## config.mk

```make
export PLATFORM = sky130hd
export DESIGN_NAME = sensor_response_parser_core
export DESIGN_NICKNAME = d
export VERILOG_FILES = /design/src/hw/rtl/srp_pkg.sv /design/src/hw/rtl/srp_parser.sv /design/src/hw/rtl/srp_out_stage.sv /design/src/hw/rtl/sensor_response_parser_core.sv
export SDC_FILE = /design/constraint.sdc
export NUM_CORES = 1
export LEC_CHECK = 0
export ABC_CLOCK_PERIOD_IN_PS = 6900
export BUFFER_PORTS_ARGS = -buffer_cell sky130_fd_sc_hd__buf_4
export CORE_AREA = 2 2 302 229
export CTS_BUF_LIST = sky130_fd_sc_hd__clkbuf_4 sky130_fd_sc_hd__clkbuf_8 sky130_fd_sc_hd__clkbuf_16
export DETAILED_ROUTE_END_ITERATION = 10
export DIE_AREA = 0 0 304 231
export GPL_TIMING_DRIVEN = 0
export PLACE_DENSITY = 0.48
export SLEW_MARGIN = 30
export SYNTH_ARGS = -nofsm -noshare
export SYNTH_HDL_FRONTEND = slang
export SYNTH_SLANG_ARGS = --single-unit
```

## constraint.sdc

```tcl
create_clock -name i_clk -period 6.9 [get_ports i_clk]
set_clock_uncertainty 0.1 [all_clocks]
set_input_delay 1.38 -clock i_clk [delete_from_list [all_inputs] [get_ports i_clk]]
set_output_delay 1.38 -clock i_clk [all_outputs]
set_load 0.01 [all_outputs]
```

## src/hw/rtl/srp_pkg.sv

```systemverilog
// shared types and constants of the sensor response parser
`timescale 1ns / 1ps

package srp_pkg;

    // input request: one byte of a response frame
    typedef struct packed {
        logic [7:0] data_byte;
        logic       first_byte;
    } t_in_req;

    // output request: one parsed record
    typedef struct packed {
        logic [2:0]  rec_kind;
        logic [1:0]  error_code;
        logic [7:0]  resp_seq;
        logic [7:0]  cmd_code;
        logic [7:0]  ret_code;
        logic [7:0]  ctrl_state;
        logic [7:0]  block_index;
        logic [7:0]  sensor_index;
        logic [15:0] sensor_ident;
        logic [15:0] reading;
        logic [31:0] update_count;
        logic [31:0] energy_accum;
    } t_out_rec;

    // record kinds
    localparam logic [2:0] KIND_HEADER = 3'd0;
    localparam logic [2:0] KIND_TEMP   = 3'd1;
    localparam logic [2:0] KIND_FREQ   = 3'd2;
    localparam logic [2:0] KIND_POWR   = 3'd3;
    localparam logic [2:0] KIND_ERROR  = 3'd4;

    // error codes
    localparam logic [1:0] ERR_NONE     = 2'd0;
    localparam logic [1:0] ERR_EYE      = 2'd1;
    localparam logic [1:0] ERR_BAD_TYPE = 2'd2;

    // block type codes held while reading sensors
    localparam logic [1:0] BTYPE_NONE = 2'd0;
    localparam logic [1:0] BTYPE_TEMP = 2'd1;
    localparam logic [1:0] BTYPE_FREQ = 2'd2;
    localparam logic [1:0] BTYPE_POWR = 2'd3;

    // four-character block type tags
    localparam logic [31:0] TAG_TEMP = 32'h54454D50;
    localparam logic [31:0] TAG_FREQ = 32'h46524551;
    localparam logic [31:0] TAG_POWR = 32'h504F5752;

    // frame layout
    localparam logic [7:0] HDR_LAST     = 8'd44;
    localparam logic [7:0] OFS_SEQ      = 8'd0;
    localparam logic [7:0] OFS_CMD      = 8'd1;
    localparam logic [7:0] OFS_STATUS   = 8'd2;
    localparam logic [7:0] OFS_STATE    = 8'd9;
    localparam logic [7:0] OFS_EYE_LO   = 8'd37;
    localparam logic [7:0] OFS_EYE_HI   = 8'd42;
    localparam logic [7:0] OFS_NBLOCKS  = 8'd43;
    localparam logic [7:0] BLKHDR_LAST  = 8'd7;
    localparam logic [7:0] SMALL_SIZE   = 8'd4;
    localparam logic [7:0] POWR_SIZE    = 8'd12;
    localparam logic [7:0] SMALL_LAST   = 8'd3;
    localparam logic [7:0] POWR_TAG_END = 8'd5;
    localparam logic [7:0] POWR_LAST    = 8'd11;

    // eye catcher text, one character per position
    function automatic logic [7:0] eye_char(input logic [2:0] idx);
        logic [7:0] ch;
        case (idx)
            3'd0: ch = 8'h53;   // S
            3'd1: ch = 8'h45;   // E
            3'd2: ch = 8'h4E;   // N
            3'd3: ch = 8'h53;   // S
            3'd4: ch = 8'h4F;   // O
            3'd5: ch = 8'h52;   // R
            default: ch = 8'h00;
        endcase
        return ch;
    endfunction

endpackage

```

## src/hw/rtl/srp_parser.sv

```systemverilog
// parse state registers and per-byte record decode
`timescale 1ns / 1ps

module srp_parser (
    input  logic              i_clk,
    input  logic              i_rst_n,
    input  logic              i_en,
    input  srp_pkg::t_in_req  i_req,
    output logic              o_rec_valid,
    output srp_pkg::t_out_rec o_rec
);

    localparam logic [2:0] PH_IDLE   = 3'd0;
    localparam logic [2:0] PH_HEADER = 3'd1;
    localparam logic [2:0] PH_BLKHDR = 3'd2;
    localparam logic [2:0] PH_SENSOR = 3'd3;
    localparam logic [2:0] PH_DONE   = 3'd4;

    logic [2:0]  r_phase,        n_phase;
    logic [7:0]  r_byte_offset,  n_byte_offset;
    logic [7:0]  r_blocks_total, n_blocks_total;
    logic [7:0]  r_block_count,  n_block_count;
    logic [7:0]  r_sensors_in,   n_sensors_in;
    logic [7:0]  r_sensor_count, n_sensor_count;
    logic [7:0]  r_stride,       n_stride;
    logic [1:0]  r_block_type,   n_block_type;
    logic [63:0] r_field_shift,  n_field_shift;
    logic [31:0] r_tag_hold,     n_tag_hold;
    logic [31:0] r_header_regs,  n_header_regs;
    logic        r_eye_ok,       n_eye_ok;

    // decode of one byte against the current parse state
    always_comb begin
        logic [2:0]  cur_phase;
        logic [7:0]  o;
        logic [7:0]  b;
        logic [7:0]  cur_bc;
        logic [7:0]  bc_inc;
        logic [7:0]  sc_inc;
        logic [7:0]  len;
        logic [8:0]  o_inc;
        logic [63:0] cur_fs;
        logic [63:0] fs_new;
        logic [31:0] tag;
        logic        eye_match;
        logic        active;

        b         = i_req.data_byte;
        cur_phase = i_req.first_byte ? PH_HEADER : r_phase;
        o         = i_req.first_byte ? 8'd0 : r_byte_offset;
        cur_bc    = i_req.first_byte ? 8'd0 : r_block_count;
        cur_fs    = i_req.first_byte ? 64'd0 : r_field_shift;
        bc_inc    = cur_bc + 8'd1;
        sc_inc    = r_sensor_count + 8'd1;
        o_inc     = {1'b0, o} + 9'd1;
        fs_new    = {cur_fs[55:0], b};
        tag       = fs_new[63:32];
        len       = fs_new[15:8];
        eye_match = (b == srp_pkg::eye_char(3'(o - srp_pkg::OFS_EYE_LO)));
        active    = (cur_phase == PH_HEADER) || (cur_phase == PH_BLKHDR) ||
                    (cur_phase == PH_SENSOR);

        // a first byte clears all progress
        if (i_req.first_byte) begin
            n_phase        = PH_HEADER;
            n_byte_offset  = 8'd0;
            n_blocks_total = 8'd0;
            n_block_count  = 8'd0;
            n_sensors_in   = 8'd0;
            n_sensor_count = 8'd0;
            n_stride       = 8'd0;
            n_block_type   = srp_pkg::BTYPE_NONE;
            n_field_shift  = 64'd0;
            n_tag_hold     = 32'd0;
            n_header_regs  = 32'd0;
            n_eye_ok       = 1'b0;
        end else begin
            n_phase        = r_phase;
            n_byte_offset  = r_byte_offset;
            n_blocks_total = r_blocks_total;
            n_block_count  = r_block_count;
            n_sensors_in   = r_sensors_in;
            n_sensor_count = r_sensor_count;
            n_stride       = r_stride;
            n_block_type   = r_block_type;
            n_field_shift  = r_field_shift;
            n_tag_hold     = r_tag_hold;
            n_header_regs  = r_header_regs;
            n_eye_ok       = r_eye_ok;
        end

        o_rec_valid        = 1'b0;
        o_rec              = '0;
        o_rec.rec_kind     = srp_pkg::KIND_HEADER;
        o_rec.error_code   = srp_pkg::ERR_NONE;

        if (active) begin
            case (cur_phase)
                // fixed header fields, eye catcher and block count
                PH_HEADER: begin
                    if (o == srp_pkg::OFS_SEQ)    n_header_regs[31:24] = b;
                    if (o == srp_pkg::OFS_CMD)    n_header_regs[23:16] = b;
                    if (o == srp_pkg::OFS_STATUS) n_header_regs[15:8]  = b;
                    if (o == srp_pkg::OFS_STATE)  n_header_regs[7:0]   = b;
                    if (o >= srp_pkg::OFS_EYE_LO && o <= srp_pkg::OFS_EYE_HI) begin
                        n_eye_ok = (o == srp_pkg::OFS_EYE_LO) ? eye_match
                                                              : (n_eye_ok && eye_match);
                    end
                    if (o == srp_pkg::OFS_NBLOCKS) n_blocks_total = b;
                    if (o == srp_pkg::HDR_LAST) begin
                        o_rec_valid = 1'b1;
                        if (!n_eye_ok) begin
                            o_rec.rec_kind   = srp_pkg::KIND_ERROR;
                            o_rec.error_code = srp_pkg::ERR_EYE;
                            n_phase          = PH_DONE;
                        end else begin
                            n_block_count = 8'd0;
                            n_byte_offset = 8'd0;
                            n_field_shift = 64'd0;
                            n_phase = (n_blocks_total == 8'd0) ? PH_DONE : PH_BLKHDR;
                        end
                    end else begin
                        n_byte_offset = o_inc[7:0];
                    end
                end

                // eight-byte block header: type, reserved, format, length, count
                PH_BLKHDR: begin
                    n_field_shift = fs_new;
                    if (o < srp_pkg::BLKHDR_LAST) begin
                        n_byte_offset = o_inc[7:0];
                    end else if (tag != srp_pkg::TAG_TEMP && tag != srp_pkg::TAG_FREQ &&
                                 tag != srp_pkg::TAG_POWR) begin
                        o_rec_valid       = 1'b1;
                        o_rec.rec_kind    = srp_pkg::KIND_ERROR;
                        o_rec.error_code  = srp_pkg::ERR_BAD_TYPE;
                        o_rec.block_index = cur_bc;
                        n_phase           = PH_DONE;
                    end else begin
                        if (tag == srp_pkg::TAG_POWR) begin
                            n_block_type = srp_pkg::BTYPE_POWR;
                            n_stride = (len < srp_pkg::POWR_SIZE) ? srp_pkg::POWR_SIZE : len;
                        end else begin
                            n_block_type = (tag == srp_pkg::TAG_TEMP) ? srp_pkg::BTYPE_TEMP
                                                                      : srp_pkg::BTYPE_FREQ;
                            n_stride = (len < srp_pkg::SMALL_SIZE) ? srp_pkg::SMALL_SIZE : len;
                        end
                        n_sensors_in   = fs_new[7:0];
                        n_sensor_count = 8'd0;
                        n_byte_offset  = 8'd0;
                        n_field_shift  = 64'd0;
                        if (fs_new[7:0] == 8'd0) begin
                            n_block_count = bc_inc;
                            n_phase = (bc_inc >= n_blocks_total) ? PH_DONE : PH_BLKHDR;
                        end else begin
                            n_phase = PH_SENSOR;
                        end
                    end
                end

                // sensor records at the block stride
                PH_SENSOR: begin
                    if (r_block_type == srp_pkg::BTYPE_POWR) begin
                        if (o < srp_pkg::POWR_SIZE) n_field_shift = fs_new;
                        if (o == srp_pkg::POWR_TAG_END) begin
                            n_tag_hold    = fs_new[31:0];
                            n_field_shift = {48'd0, fs_new[47:32]};
                        end
                        if (o == srp_pkg::POWR_LAST) begin
                            o_rec_valid        = 1'b1;
                            o_rec.rec_kind     = srp_pkg::KIND_POWR;
                            o_rec.block_index  = cur_bc;
                            o_rec.sensor_index = r_sensor_count;
                            o_rec.sensor_ident = fs_new[63:48];
                            o_rec.reading      = fs_new[15:0];
                            o_rec.update_count = r_tag_hold;
                            o_rec.energy_accum = fs_new[47:16];
                        end
                    end else begin
                        if (o < srp_pkg::SMALL_SIZE) n_field_shift = fs_new;
                        if (o == srp_pkg::SMALL_LAST) begin
                            o_rec_valid        = 1'b1;
                            o_rec.rec_kind     = {1'b0, r_block_type};
                            o_rec.block_index  = cur_bc;
                            o_rec.sensor_index = r_sensor_count;
                            o_rec.sensor_ident = fs_new[31:16];
                            o_rec.reading      = fs_new[15:0];
                        end
                    end
                    if (o_inc >= {1'b0, r_stride}) begin
                        n_sensor_count = sc_inc;
                        n_byte_offset  = 8'd0;
                        n_field_shift  = 64'd0;
                        if (sc_inc >= r_sensors_in) begin
                            n_block_count = bc_inc;
                            n_phase = (bc_inc >= r_blocks_total) ? PH_DONE : PH_BLKHDR;
                        end
                    end else begin
                        n_byte_offset = o_inc[7:0];
                    end
                end

                default: begin
                    n_phase = cur_phase;
                end
            endcase
        end

        o_rec.resp_seq   = n_header_regs[31:24];
        o_rec.cmd_code   = n_header_regs[23:16];
        o_rec.ret_code   = n_header_regs[15:8];
        o_rec.ctrl_state = n_header_regs[7:0];
    end

    // parse state update on each consumed byte
    always_ff @(posedge i_clk) begin
        if (!i_rst_n) begin
            r_phase        <= PH_IDLE;
            r_byte_offset  <= 8'd0;
            r_blocks_total <= 8'd0;
            r_block_count  <= 8'd0;
            r_sensors_in   <= 8'd0;
            r_sensor_count <= 8'd0;
            r_stride       <= 8'd0;
            r_block_type   <= srp_pkg::BTYPE_NONE;
            r_field_shift  <= 64'd0;
            r_tag_hold     <= 32'd0;
            r_header_regs  <= 32'd0;
            r_eye_ok       <= 1'b0;
        end else if (i_en) begin
            r_phase        <= n_phase;
            r_byte_offset  <= n_byte_offset;
            r_blocks_total <= n_blocks_total;
            r_block_count  <= n_block_count;
            r_sensors_in   <= n_sensors_in;
            r_sensor_count <= n_sensor_count;
            r_stride       <= n_stride;
            r_block_type   <= n_block_type;
            r_field_shift  <= n_field_shift;
            r_tag_hold     <= n_tag_hold;
            r_header_regs  <= n_header_regs;
            r_eye_ok       <= n_eye_ok;
        end
    end

endmodule

```

## src/hw/rtl/srp_out_stage.sv

```systemverilog
// result register of the sensor response parser
`timescale 1ns / 1ps

module srp_out_stage (
    input  logic              i_clk,
    input  logic              i_rst_n,
    input  logic              i_load,
    input  srp_pkg::t_out_rec i_rec,
    input  logic              i_out_stall,
    output logic              o_out_valid,
    output srp_pkg::t_out_rec o_out_rec
);

    logic              r_valid, n_valid;
    srp_pkg::t_out_rec r_rec;

    // hold until taken, reload in the cycle it is taken
    always_comb begin
        if (i_load) begin
            n_valid = 1'b1;
        end else if (r_valid && !i_out_stall) begin
            n_valid = 1'b0;
        end else begin
            n_valid = r_valid;
        end
    end

    always_ff @(posedge i_clk) begin
        if (!i_rst_n) begin
            r_valid <= 1'b0;
        end else begin
            r_valid <= n_valid;
        end
    end

    // record payload
    always_ff @(posedge i_clk) begin
        if (i_load) begin
            r_rec <= i_rec;
        end
    end

    assign o_out_valid = r_valid;
    assign o_out_rec   = r_rec;

endmodule

```

## src/hw/rtl/sensor_response_parser_core.sv

```systemverilog
// top level of the sensor response parser
`timescale 1ns / 1ps
// record path: the last byte is held in the byte register, then decoded into the result register
// throughput: one byte per cycle; the byte register drains into the parse
//   state and result register whenever the result register is free or taken
// reset: synchronous active low; parser idles until a first byte arrives
// bytes that cause no record are consumed the same as any other

module sensor_response_parser_core (
    input  logic              i_clk,
    input  logic              i_rst_n,
    input  logic              i_in_valid,
    output logic              o_in_stall,
    input  srp_pkg::t_in_req  i_in_req,
    output logic              o_out_valid,
    input  logic              i_out_stall,
    output srp_pkg::t_out_rec o_out_rec
);

    logic              r_in_valid, n_in_valid;
    srp_pkg::t_in_req  r_in_req;
    logic              w_advance;
    logic              w_in_accept;
    logic              w_rec_valid;
    srp_pkg::t_out_rec w_rec;

    // byte register moves on when the result side has room
    assign w_advance   = r_in_valid && (!o_out_valid || !i_out_stall);
    assign o_in_stall  = r_in_valid && !w_advance;
    assign w_in_accept = i_in_valid && !o_in_stall;

    always_comb begin
        if (w_in_accept) begin
            n_in_valid = 1'b1;
        end else if (w_advance) begin
            n_in_valid = 1'b0;
        end else begin
            n_in_valid = r_in_valid;
        end
    end

    always_ff @(posedge i_clk) begin
        if (!i_rst_n) begin
            r_in_valid <= 1'b0;
        end else begin
            r_in_valid <= n_in_valid;
        end
    end

    // input request payload
    always_ff @(posedge i_clk) begin
        if (w_in_accept) begin
            r_in_req <= i_in_req;
        end
    end

    // parse state and record decode
    srp_parser u_parser (
        .i_clk       (i_clk),
        .i_rst_n     (i_rst_n),
        .i_en        (w_advance),
        .i_req       (r_in_req),
        .o_rec_valid (w_rec_valid),
        .o_rec       (w_rec)
    );

    // result register
    srp_out_stage u_out_stage (
        .i_clk       (i_clk),
        .i_rst_n     (i_rst_n),
        .i_load      (w_advance && w_rec_valid),
        .i_rec       (w_rec),
        .i_out_stall (i_out_stall),
        .o_out_valid (o_out_valid),
        .o_out_rec   (o_out_rec)
    );

endmodule

```

==> results.yml, run 1 <==
synthesis:
  synth-main-ff-cell: "dfxtp_1"
  synth-async-reset-ratio_pct: 0
  synth_area_leaders: "edfxtp_1 (28%), dfxtp_1 (21%), nand2_1 (4.1%)"
  synth_fp_nets: 1777
  synth_edf_count: 158
  yosysWarnings: 0
  synthMostInstantiatedCell: "nand2_1"
  syn_inst: 1723
  syn_avg_cell_area_um2: 9.69
  seq_area_frac_synth_pct: 49.5
  synth_top_area_share_pct: 28.4
  synth_top_area_cell: "edfxtp_1"
  ys_ff_latch: 334
  synth_common_cells: "nand2_1 (184), dfxtp_1 (176), edfxtp_1 (158), nor2_1 (144), a21oi_1 (95)"
  synth_area_um2: 16700
  yosysUniqueCellTypes: 82
sta:
  whs_ns: 0.359
  fin_crit_sh_pct: 84.5
  finalCriticalPeriod_ns: 5.83
  finalHoldViolCount: 0
  finalMaxSlewViolations: 0
  worstMarginPinSlew_ns: 1.02
  rsz0062_at_grt: "false"
  max_freq_mhz: 171
  setup_viol: 0
  fin_ws_ns: 1.07
  relSlewSlack_pct: 32.2
power_and_ir_drop:
  p_leak_nw: 7.66
  p_total_mw: 4.87
  peakVddDrop_uv: 129
  powerDensity_nw_per_um2: 236
global_routing:
  grt-ovfl-total: 0
  antenna_found_initial: 0
  first_global_vias: 14092
  grt_pass1_wl_um: 92600
  grt_max_degree: 79
  track_usage_pct: 17.4
outcome:
  status: "completed"
critical_path:
  crit_fanout: 10
  cpMaxStageDelayCell: "clkbuf_1"
  reg2reg_from: "r_in_req[0]"
  path_class: "reg -> reg"
  crit_start: "r_in_req[0]"
  required_ns: 7.21
  cpPeakStageDelay_ns: 0.56
  cp_cell_sequence: "buf_2, inv_1, clkbuf_1, nand2_1, inv_1, ha_1, nand3_1, nor3_2, xnor2_1, ha_1, and3_1, a221o_1, a41oi_2, a21oi_1, buf_2, a22o_1, a311oi_1, a221oi_1"
  endpoint_kind: "register"
  cp.arrival_ns: 6.15
  worstSetupStartpointType: "register"
die:
  design.die.area_um2: 70200
  die_h_um: 231
  start_util_pct: 24.7
  die_w_um: 304
  ios: 164
  core-area_um2: 67600
  rows: 83
drt:
  drc: 0
  wl_um: 62400
  via_count: 14507
  drt_iter0_markers: 1362
  first_pass_iters: 5
  ant_nets: 0
  wire_per_inst_um: 21.9
  viasPerCell: 5.09
layout:
  syn2layout_area_growth_pct: 23.5
  n_antenna_cell: 0
  drive_gt1_share_pct: 16.5
  final_core_utilization_pct: 30.5
  nets: 1982
  design_area_um2: 20600
cts:
  cts.sink_count: 334
  insertion_delay_ns: 0.58
  ctsResizeCount: 0
  cts_hold_buf: 0
  cts.reportedPaths.clkPinSlew_ns: 0.06
  postCtsSetupBuffers: 0
  cts-root-buf: "clkbuf_16"
  cts_max_level: 2
  tritoncts: "built"
  cts_made_buffers: 40
  cts_buffer_depth: 3
placed_design:
  portBuffers: 162
  dp_hpwl_um: 45100
  gp_congestion: 0.920
  dpl_cell_area_um2: 19100
  pre_cts_ws_ns: 1.20
job:
  max_cap_viol_count: 0
worst_hold_path:
  hp-start: "u_parser.r_header_regs[5]"
  hp-class: "reg -> reg"
registers in the layout, summed over array words and instances (netlist names), 3 cells and up:
name and flops:
u_parser.r_stride 8, u_parser.r_phase 3, u_parser.r_blocks_total 8, u_parser.r_field_shift 56
u_parser.r_sensor_count 8, u_parser.r_header_regs 32, u_out_stage.o_out_rec 149, u_parser.r_byte_offset 8
r_in_req 9, u_parser.r_block_count 8, u_parser.r_tag_hold 32, u_parser.r_sensors_in 8
placed cells by master (no fill, tap or decap), drive strengths merged, types with 40 or more instances in the layout:
master,count
o21ai,94
a22oi,42
nor2,144
nor3,58
dfxtp,176
clkbuf,142
nand2,185
a22o,40
edfxtp,158
buf,211
a21oi,98
ha,41
and2,73
nor2b,63
inv,41
power breakdown:
part	total [mW]	switching, mW	internal, mW
Clock	2.46	0.895	1.57
Sequential	2.10	0.0184	2.08
Combinational	0.308	0.221	0.0878
cell type report:
cell class,instances,area (µm²)
sequential,334,8270
multi-input combinational,1210,7690
tap,892,1120
fill,7034,47000
timing repair buffer,163,1240
clock buffer,50,1150
clock inverter,24,393
buffer,140,586
inverter,39,154
critical path, delay by kind of cell (launching register included):
family	cells	cell delay, ns
XOR/XNOR	1	0.19
buffers and inverters	5	1.55
flip-flops	1	0.41
AO/OA/AOI/OAI	6	1.81
AND/OR/NAND/NOR	4	0.94
adder cells (fa/ha/maj)	2	0.67
per-stage QoR:
stage / setup TNS, ns / std cells
final: 0 / 2852
after global routing: 0 / 2852
after CTS: 0 / 2852
after detailed placement: 0 / 2778
after global placement: -276.23 / 2777
after floorplan: 0 / 1723
routing by layer:
| layer | share of wire, % | wire length [µm] | up-vias | track usage, % |
|---|---|---|---|---|
| li1 | - | - | 6737 | - |
| met1 | 49 | 30300 | 7131 | 25.3 |
| met2 | 42 | 26200 | 556 | 25.6 |
| met3 | 7.1 | 4420 | 83 | 3.79 |
| met4 | 2.3 | 1440 | 0 | 4.88 |
| met5 | 0 | 0 | - | 0 |
final timing paths:
path                                     to  slack, ns  depth (start not counted)
setup / recovery  u_parser.r_block_count[6]       1.07                         18
hold / removal    u_parser.r_header_regs[5]       0.36                          2
setup reg to reg  u_parser.r_block_count[6]       1.07                         18
hold reg to reg   u_parser.r_header_regs[5]       0.36                          2
cells by family after synthesis:
family                     Yosys count  synth area share (%)
xor gates and xnor gates            21                  1.15
adders and majority gates           42                  3.13
AOI/OAI and AO/OA                  461                  19.2
DFF                                334                  49.5
buffers and inverters              179                  4.36
muxes                               59                  3.73
and+or+nand+nor                    627                  18.9
(Power assumes the default switching activity.)
==> inputs of run 2 (changes only) <==
--- a/config.mk
+++ b/config.mk
@@ -5,14 +5,15 @@
 export SDC_FILE = /design/constraint.sdc
 export NUM_CORES = 1
 export LEC_CHECK = 0
-export ABC_CLOCK_PERIOD_IN_PS = 6900
+export ABC_AREA = 1
+export ABC_CLOCK_PERIOD_IN_PS = 4860
 export BUFFER_PORTS_ARGS = -buffer_cell sky130_fd_sc_hd__buf_4
-export CORE_AREA = 2 2 302 229
+export CORE_AREA = 2 2 325 247
 export CTS_BUF_LIST = sky130_fd_sc_hd__clkbuf_4 sky130_fd_sc_hd__clkbuf_8 sky130_fd_sc_hd__clkbuf_16
 export DETAILED_ROUTE_END_ITERATION = 10
-export DIE_AREA = 0 0 304 231
+export DIE_AREA = 0 0 327 249
 export GPL_TIMING_DRIVEN = 0
-export PLACE_DENSITY = 0.48
+export PLACE_DENSITY = 0.49
 export SLEW_MARGIN = 30
 export SYNTH_ARGS = -nofsm -noshare
 export SYNTH_HDL_FRONTEND = slang
==> constraint.sdc (replaced) <==
create_clock -name i_clk -period 4.86 [get_ports i_clk]
set_clock_uncertainty 0.1 [all_clocks]
set_input_delay 0.972 -clock i_clk [delete_from_list [all_inputs] [get_ports i_clk]]
set_output_delay 0.972 -clock i_clk [all_outputs]
set_load 0.01 [all_outputs]
==> run 2 against run 1 <==
Critical endpoint is now u_parser.r_field_shift[37]. Count of clock-buffer cells in the layout unchanged. Synthesized cell count up 58%. Sequential power up 45%. Via count up 40%. Utilization down 0.25 points. Die area up 16%. Clock power up 31%. Setup slack worse by 0.88 ns. Critical path depth up 6. Non-clock buffer count up 45. Combinational power rose to 3.3 times the previous value.
==> results.yml, run 2 <==
critical_path:
  cpMaxStageDelayCell: "edfxtp_1"
  required_ns: 5.27
  cpPeakStageDelay_ns: 0.44
  cp_cell_sequence: "inv_4, buf_6, buf_6, buf_6, clkbuf_8, nand2_4, inv_1, ha_2, nand2_1, xor2_2, ha_1, nand2_1, o21bai_1, nand3_1, nand2_1, nand2_1, nand2_1, nand4_1, inv_2, buf_2, a21oi_1, nand2_1, nand2_1, a21oi_1"
  endpoint_kind: "register"
  cp_common_cell: "nand2_1"
  crit_fanout: 10
  reg2regPathDepth: 24
  path_class: "reg -> reg"
  worstSetupStartpointType: "register"
  cp.arrival_ns: 5.09
die:
  design.die.area_um2: 81400
  die_w_um: 327
  start_util_pct: 24.8
  ios: 164
  die_h_um: 249
  core-area_um2: 78100
  rows: 89
layout:
  nets: 2986
  layout_commonest_cell: "nand2_1"
  n_fill_cell: 8605
  design_area_um2: 23600
  layout_common_cells: "nand2_1 (516), a21oi_1 (348), nor2_1 (316)"
  drive_gt1_share_pct: 11.8
  syn2layout_area_growth_pct: 21.8
  largest_reg_flops: 149
sta:
  setup_viol: 0
  whs_ns: 0.362
  relSlewSlack_pct: 28.8
  finalHoldViolCount: 0
  worstMarginPinSlew_ns: 1.07
  fin_tns_setup_ns: 0
  rsz0062_at_grt: "false"
  fin_ws_ns: 0.183
  max_freq_mhz: 214
  finalCriticalPeriod_ns: 4.68
  fin_crit_sh_pct: 96.2
  finalMaxSlewViolations: 0
job:
  max_cap_viol_count: 0
cts:
  tritoncts: "built"
  cts-root-buf: "clkbuf_16"
  cts.sink_count: 334
  cts_buffer_depth: 3
  cts_max_level: 2
  cts_hold_buf: 0
  cts.reportedPaths.clkPinSlew_ns: 0.06
  cts_made_buffers: 40
  insertion_delay_ns: 0.60
global_routing:
  track_usage_pct: 20.9
  grt-ovfl-total: 0
  first_global_vias: 18509
  grt_max_degree: 30
  antenna_found_initial: 2
  grt_pass1_wl_um: 128000
synthesis:
  syn_avg_cell_area_um2: 7.13
  synth_fp_nets: 2772
  synth_common_cells: "nand2_1 (519), a21oi_1 (350), nor2_1 (322), inv_1 (290), o21ai_0 (270)"
  synth_top_area_cell: "edfxtp_1"
  synth-main-ff-cell: "dfxtp_1"
  yosysUniqueCellTypes: 45
  synth_edf_count: 158
  synth_top_area_share_pct: 24.5
  synth_area_leaders: "edfxtp_1 (24%), dfxtp_1 (18%), nand2_1 (10%)"
  yosysWarnings: 0
  syn_inst: 2718
  seq_area_frac_synth_pct: 42.7
  synthMostInstantiatedCell: "nand2_1"
  synth-async-reset-ratio_pct: 0
  ys_ff_latch: 334
  synth_area_um2: 19400
placed_design:
  dpl_cell_area_um2: 22100
  gp_congestion: 1.00
  portBuffers: 162
  dp_hpwl_um: 65400
  pre_cts_ws_ns: -0.383
drt:
  first_pass_iters: 6
  viasPerCell: 5.08
  wl_um: 88000
  drc: 0
  wire_per_inst_um: 21.9
  via_count: 20360
  drt_iter0_markers: 2304
  ant_nets: 0
worst_hold_path:
  hp-class: "reg -> reg"
  min_path_cells: 2
outcome:
  status: "completed"
power_and_ir_drop:
  p_leak_nw: 8.72
  powerDensity_nw_per_um2: 309
  peakVddDrop_uv: 199
## run 2: stage by stage
stage               cells  total power [mW]  util (%)
floorplan            2718              3.70         -
global placement     3926              4.08      28.1
detailed placement   3933              4.08      28.3
CTS                  4009              7.33      30.1
global route         4010              7.56      30.2
finish               4011              7.28      30.2
## run 2: area by class of cell
cell class,count,area (µm²),share of cell area [%]
Inverter,303,1150,4.86
Clock buffer,50,1120,4.73
Multi-Input combinational cell,1905,9300,39.4
Antenna cell,1,2.50,0.0106
Tap cell,1046,1310,5.55
Buffer,174,795,3.37
Clock inverter,24,269,1.14
Sequential cell,334,8270,35.0
Timing Repair Buffer,174,1390,5.90
## run 2: worst max-delay path, delay by kind of cell, from the launching register on
family / cells / cell delay, ns
buf+inv: 8 / 1.87
simple gates: 10 / 0.98
fa+ha+maj: 2 / 0.52
compound gates: 3 / 0.45
flops: 1 / 0.44
xor+xnor: 1 / 0.22
## run 2: what timing repair did
action                                  4_1_cts  5_1_grt
resized for setup                             6       24
cloned                                        0        0
pin swaps                                     0        2
setup buffers                                 3        2
endpoints found under the setup margin       86      143
## run 2: routing by layer
layer	GRT usage [%]	routed length, µm	up-vias
met1	32.3	42400	9622
li1	-	-	9579
met3	3.77	8030	149
met5	0	0	-
met4	6.24	2700	0
met2	28.7	34900	1010
## run 2: final timing paths
| check | from | end | slack, ns |
|---|---|---|---|
| hold reg to reg | u_parser.r_tag_hold[4] | u_parser.r_tag_hold[4] | 0.36 |
| hold / removal | u_parser.r_tag_hold[4] | u_parser.r_tag_hold[4] | 0.36 |
| setup reg to reg | r_in_req[0] | u_parser.r_field_shift[37] | 0.18 |
| setup / recovery | r_in_req[0] | u_parser.r_field_shift[37] | 0.18 |
## run 2: kinds of logic after synthesis
group	synth area share [%]
adders and majority gates	2.65
DFF	42.7
and+or+nand+nor	23.6
AOI/OAI and AO/OA	20.7
xor gates and xnor gates	0.542
buffers and inverters	9.81
## run 2: report_power, final
part           total, mW  internal [mW]  switching (mW)  leakage, nW
combinational       1.02          0.257           0.767         5.44
sequential          3.04           2.99          0.0555         2.59
clock               3.22           1.87            1.34        0.690
